**config.mk**
```make
export PLATFORM = sky130hd
export DESIGN_NAME = htbd_queue
export DESIGN_NICKNAME = d
export VERILOG_FILES = /design/src/rtl/assert_macros.svh /design/src/rtl/htbd_pkg.sv /design/src/rtl/htbd_queue.sv
export SDC_FILE = /design/constraint.sdc
export NUM_CORES = 1
export LEC_CHECK = 0
export ABC_AREA = 1
export BUFFER_PORTS_ARGS = -buffer_cell sky130_fd_sc_hd__clkbuf_2
export CAP_MARGIN = 20
export CORE_ASPECT_RATIO = 0.8
export CORE_MARGIN = 2
export CORE_UTILIZATION = 48
export CTS_BUF_LIST = sky130_fd_sc_hd__clkbuf_8
export DETAILED_ROUTE_END_ITERATION = 10
export PLACE_DENSITY = 0.86
export REMOVE_ABC_BUFFERS = 1
export SYNTH_ARGS = -nofsm -noshare
export SYNTH_HDL_FRONTEND = slang
export SYNTH_SLANG_ARGS = --single-unit
```
**constraint.sdc**
```tcl
create_clock -name i_clk -period 2.6 [get_ports i_clk]
set_input_delay 0 -clock i_clk [delete_from_list [all_inputs] [get_ports i_clk]]
set_output_delay 0 -clock i_clk [all_outputs]
set_load 0.01 [all_outputs]
```
**src/rtl/assert_macros.svh**
```systemverilog
// Assertion macros for the RTL files that check their own logic.
`ifndef ASSERT_MACROS_SVH
`define ASSERT_MACROS_SVH

// ante must be followed in the same cycle by cons
`define HTBD_ASSERT_IMP(lbl, clk, rst_n, ante, cons) \
    lbl: assert property (@(posedge clk) disable iff (!rst_n) (ante) |-> (cons)) \
        else $error("implication check failed");

// expr must never be true out of reset
`define HTBD_ASSERT_NEVER(lbl, clk, rst_n, expr) \
    lbl: assert property (@(posedge clk) disable iff (!rst_n) !(expr)) \
        else $error("forbidden condition seen");

`endif

```
**src/rtl/htbd_pkg.sv**
```systemverilog
// Shared types and constants of the tree walk decoder.
package htbd_pkg;

    localparam int IDX_W           = 9;
    localparam int SYM_IN_W        = 8;
    localparam int SYM_OUT_W       = 8;
    localparam int NODE_COUNT_DEF  = 512;
    localparam int SYMBOL_BITS_DEF = 8;
    localparam int QUEUE_DEPTH     = 2;

    typedef enum logic [1:0] {
        OP_WRITE   = 2'd0,
        OP_BIT     = 2'd1,
        OP_RESTART = 2'd2
    } t_op;

    typedef enum logic [1:0] {
        CMD_WRITE,
        CMD_BIT,
        CMD_RESTART
    } t_cmd_kind;

    typedef struct packed {
        t_cmd_kind             kind;
        logic [IDX_W-1:0]      node_index;
        logic [IDX_W-1:0]      left_child;
        logic [IDX_W-1:0]      right_child;
        logic                  has_left;
        logic                  has_right;
        logic [SYM_IN_W-1:0]   leaf_symbol;
        logic                  coded_bit;
    } t_cmd_beat;

    typedef struct packed {
        logic      push;
        t_cmd_beat beat;
    } t_push;

    typedef struct packed {
        logic      valid;
        t_cmd_beat beat;
    } t_q_head;

    typedef enum logic [1:0] {
        B_IDLE,
        B_CUR,
        B_NEXT
    } t_back_state;

endpackage

```
**src/rtl/htbd_queue.sv**
```systemverilog
// Short command queue between the front end and the tree walker.
module htbd_queue (
    input  logic              i_clk,
    input  logic              i_rst_n,
    input  htbd_pkg::t_push   i_push,
    input  logic              i_pop,
    output htbd_pkg::t_q_head o_head,
    output logic              o_full
);

    localparam int PW = (htbd_pkg::QUEUE_DEPTH > 1) ? $clog2(htbd_pkg::QUEUE_DEPTH) : 1;
    localparam int CW = $clog2(htbd_pkg::QUEUE_DEPTH + 1);

    htbd_pkg::t_cmd_beat r_slot [htbd_pkg::QUEUE_DEPTH];
    logic [PW-1:0] r_wr_ptr, n_wr_ptr;
    logic [PW-1:0] r_rd_ptr, n_rd_ptr;
    logic [CW-1:0] r_count, n_count;

    function automatic logic [PW-1:0] ptr_inc(input logic [PW-1:0] p);
        ptr_inc = (p == PW'(htbd_pkg::QUEUE_DEPTH - 1)) ? '0 : p + PW'(1);
    endfunction

    assign o_full       = (r_count == CW'(htbd_pkg::QUEUE_DEPTH));
    assign o_head.valid = (r_count != '0);
    assign o_head.beat  = r_slot[r_rd_ptr];

    always_comb begin
        n_wr_ptr = i_push.push ? ptr_inc(r_wr_ptr) : r_wr_ptr;
        n_rd_ptr = i_pop ? ptr_inc(r_rd_ptr) : r_rd_ptr;
        n_count  = r_count;
        if (i_push.push && !i_pop) begin
            n_count = r_count + CW'(1);
        end else if (!i_push.push && i_pop) begin
            n_count = r_count - CW'(1);
        end
    end

    always_ff @(posedge i_clk) begin
        if (!i_rst_n) begin
            r_wr_ptr <= '0;
            r_rd_ptr <= '0;
            r_count  <= '0;
        end else begin
            r_wr_ptr <= n_wr_ptr;
            r_rd_ptr <= n_rd_ptr;
            r_count  <= n_count;
        end
    end

    always_ff @(posedge i_clk) begin
        if (i_push.push) begin
            r_slot[r_wr_ptr] <= i_push.beat;
        end
    end

endmodule

```
==> out/metrics.cfg <==
[pwr]
power_frac_seq=0.558
powerDensity_nw_per_um2=672
pwr-share-clk=0.328
power.share.combinational=0.114
p_int_mw=2.28
p_switching_mw=0.602
power_leakage_nw=1.69
swShare=0.209
ir_drop_v=0.000461

[worst_setup_path]
crit_type=flip-flop to primary output
cp_max_fo=22
cp-start-kind=flip-flop
r2r-start=r_wr_ptr$_SDFFE_PN0P_
worstSetupEndpointType=primary output
required_ns=2.60
arrival_ns=1.88

[cells_and_area]
diodes=0
final_core_util=0.676
syn2layout_area_growth_pct=37.1
nNetsFinal=342
drive_gt1_frac=0.483

[sta]
tightest_slew_ns=0.883
grt_setup_unrepaired=false
relSlewSlack=0.410
max_freq_ghz=0.532
finalSetupViolCount=0
period_needed_ns=1.88
finalSetupTns_ns=0
drv_slew=0
hold_violations=0
finClkSkew_ns=0.00319
finalCritPeriodShare=0.723
setup_ws_ns=0.719

[place]
place_ws_ns=1.05
gp_congestion=0.689
io_buffers=85
place_hpwl_um=3300

[global_route]
grt_pass1_wl_um=8960
grt_max_degree=41
grt_use_total=0.170
grt_remaining_overflow=0
antenna_found_initial=0
grt_pass1_vias=1928

[floorplanning]
die_y_um=76.2
core_area_um2=6340
dieWidth_um=94.2
die-area_um2=7180
num_rows=26
ios=86
start_util=0.493

[synthesis]
syn-instance-count=159
syn_area_per_cell_um2=19.7
yosysWarningCount=0
ys_ff_latch=85
yosysSeqAreaShare=0.801
syn_area_um2=3130
synth_cell_type_count=12

[clocking]
cts_sinks=85
root_buffer=clkbuf_8
cts_tree=built
cts_buffer_depth=2
clkLatencyLatePin_ns=0.34
cts_buffers=9
path_clk_slew_ns=0.08
cts_resized=0
cts_hold_buf=43
post_cts_buffers=0
h-tree-depth=3

[detailed_routing]
routedWlPerCell_um=14.9
vias=1795
ant_nets=0
wl_um=5710
via_per_inst=4.67
drc=0
drtIter0Drc=80
dr.pass1.iters=4

[min_path]
hp-class=input pin to flip-flop
hold_start=i_push[25]

[status]
outcome=finished, final reports clean

[flow_run]
maxCapViolations=0

-- placed cells by master, fill, tap and decap left out --
cell type	instances
clkinv_2	2
inv_2	1
nand2_1	9
ha_1	1
nand4_1	1
bufinv_16	2
clkinvlp_4	1
clkbuf_2	85
nor2_4	1
dfxtp_1	4
a21oi_1	1
nor2_1	7
nand3_1	1
buf_12	1
buf_4	2
mux2_2	40
clkbuf_8	9
dlygate4sd3_1	43
edfxtp_1	80
dfxtp_2	1
o21ai_0	1
inv_1	7
-- flip-flops by register name, summed over array words and instances, names as in the netlist, named ones only --
signal	cells
r_count	2
r_rd_ptr	1
r_slot	80
r_wr_ptr	1
-- critical path: stages, from the launching register on --
cell      delay (ns)
dfxtp_2         0.65
buf_4           0.37
mux2_2          0.38
clkbuf_2        0.13
-- final timing paths --
kind | to | cells after the start | slack, ns
setup / recovery | o_head[33] | 3 | 0.72
hold / removal | r_slot[0][25]$_DFFE_PP_ | 2 | 0.38
setup reg to reg | r_slot[1][30]$_DFFE_PP_ | 2 | 1.06
hold reg to reg | flip-flop | 2 | 0.51
-- power by group through the flow --
| stage | Combinational (mW) | Sequential [mW] | Clock [mW] |
|---|---|---|---|
| after floorplan | 0.144 | 1.64 | 0 |
| after global placement | 0.270 | 1.63 | 0 |
| after detailed placement | 0.277 | 1.64 | 0 |
| after CTS | 0.329 | 1.61 | 0.980 |
| after global routing | 0.358 | 1.61 | 1.03 |
| final | 0.328 | 1.61 | 0.945 |
-- cells in the mapped netlist --
cell	n	area [µm²]
a21oi_1	1	5.00
ha_1	1	12.5
buf_6	4	45.0
nand2_1	9	33.8
nand4_1	1	6.26
edfxtp_1	80	2400
mux2_2	40	450
nor2_1	8	30.0
inv_1	8	30.0
nand3_1	1	5.00
o21ai_0	1	5.00
dfxtp_1	5	100
-- per-layer routing --
metal	vias up	GRT usage	share of wire
met2	57	0.309	0.55
met5	-	0	0
met3	9	0.0673	0.044
met1	857	0.180	0.39
li1	872	-	-
met4	0	0.0493	0.016
-- through the flow --
step                      total power [mW]  area, µm²  instances  hold slack [ns]
after global routing                  3.00       4290        384            0.370
after detailed placement              1.92       3650        327            0.192
after global placement                1.90       3650        327            0.189
final                                 2.88       4290        384            0.384
after floorplan                       1.78       3080        155           0.0989
after CTS                             2.92       4290        384            0.354
-- cell type report --
type                            count  area [µm²]
Fill cell                         451        2060
Timing Repair Buffer              131         891
Sequential cell                    85        2500
Multi-Input combinational cell     62         556
Clock buffer                        9         124
Inverter                            8        30.0
Clock inverter                      5        77.6
Tap cell                           84         105
-- logic make-up (layout without fill, tap and decap cells) --
| group | count (synthesis) | in the layout | share of synthesized area |
|---|---|---|---|
| flops | 85 | 85 | 0.801 |
| compound gates | 2 | 2 | 0.00320 |
| simple gates | 19 | 19 | 0.0240 |
| buf+inv | 12 | 153 | 0.0240 |
| fa+ha+maj | 1 | 1 | 0.00400 |
| mux | 40 | 40 | 0.144 |
Power figures use the tool's default switching activity.
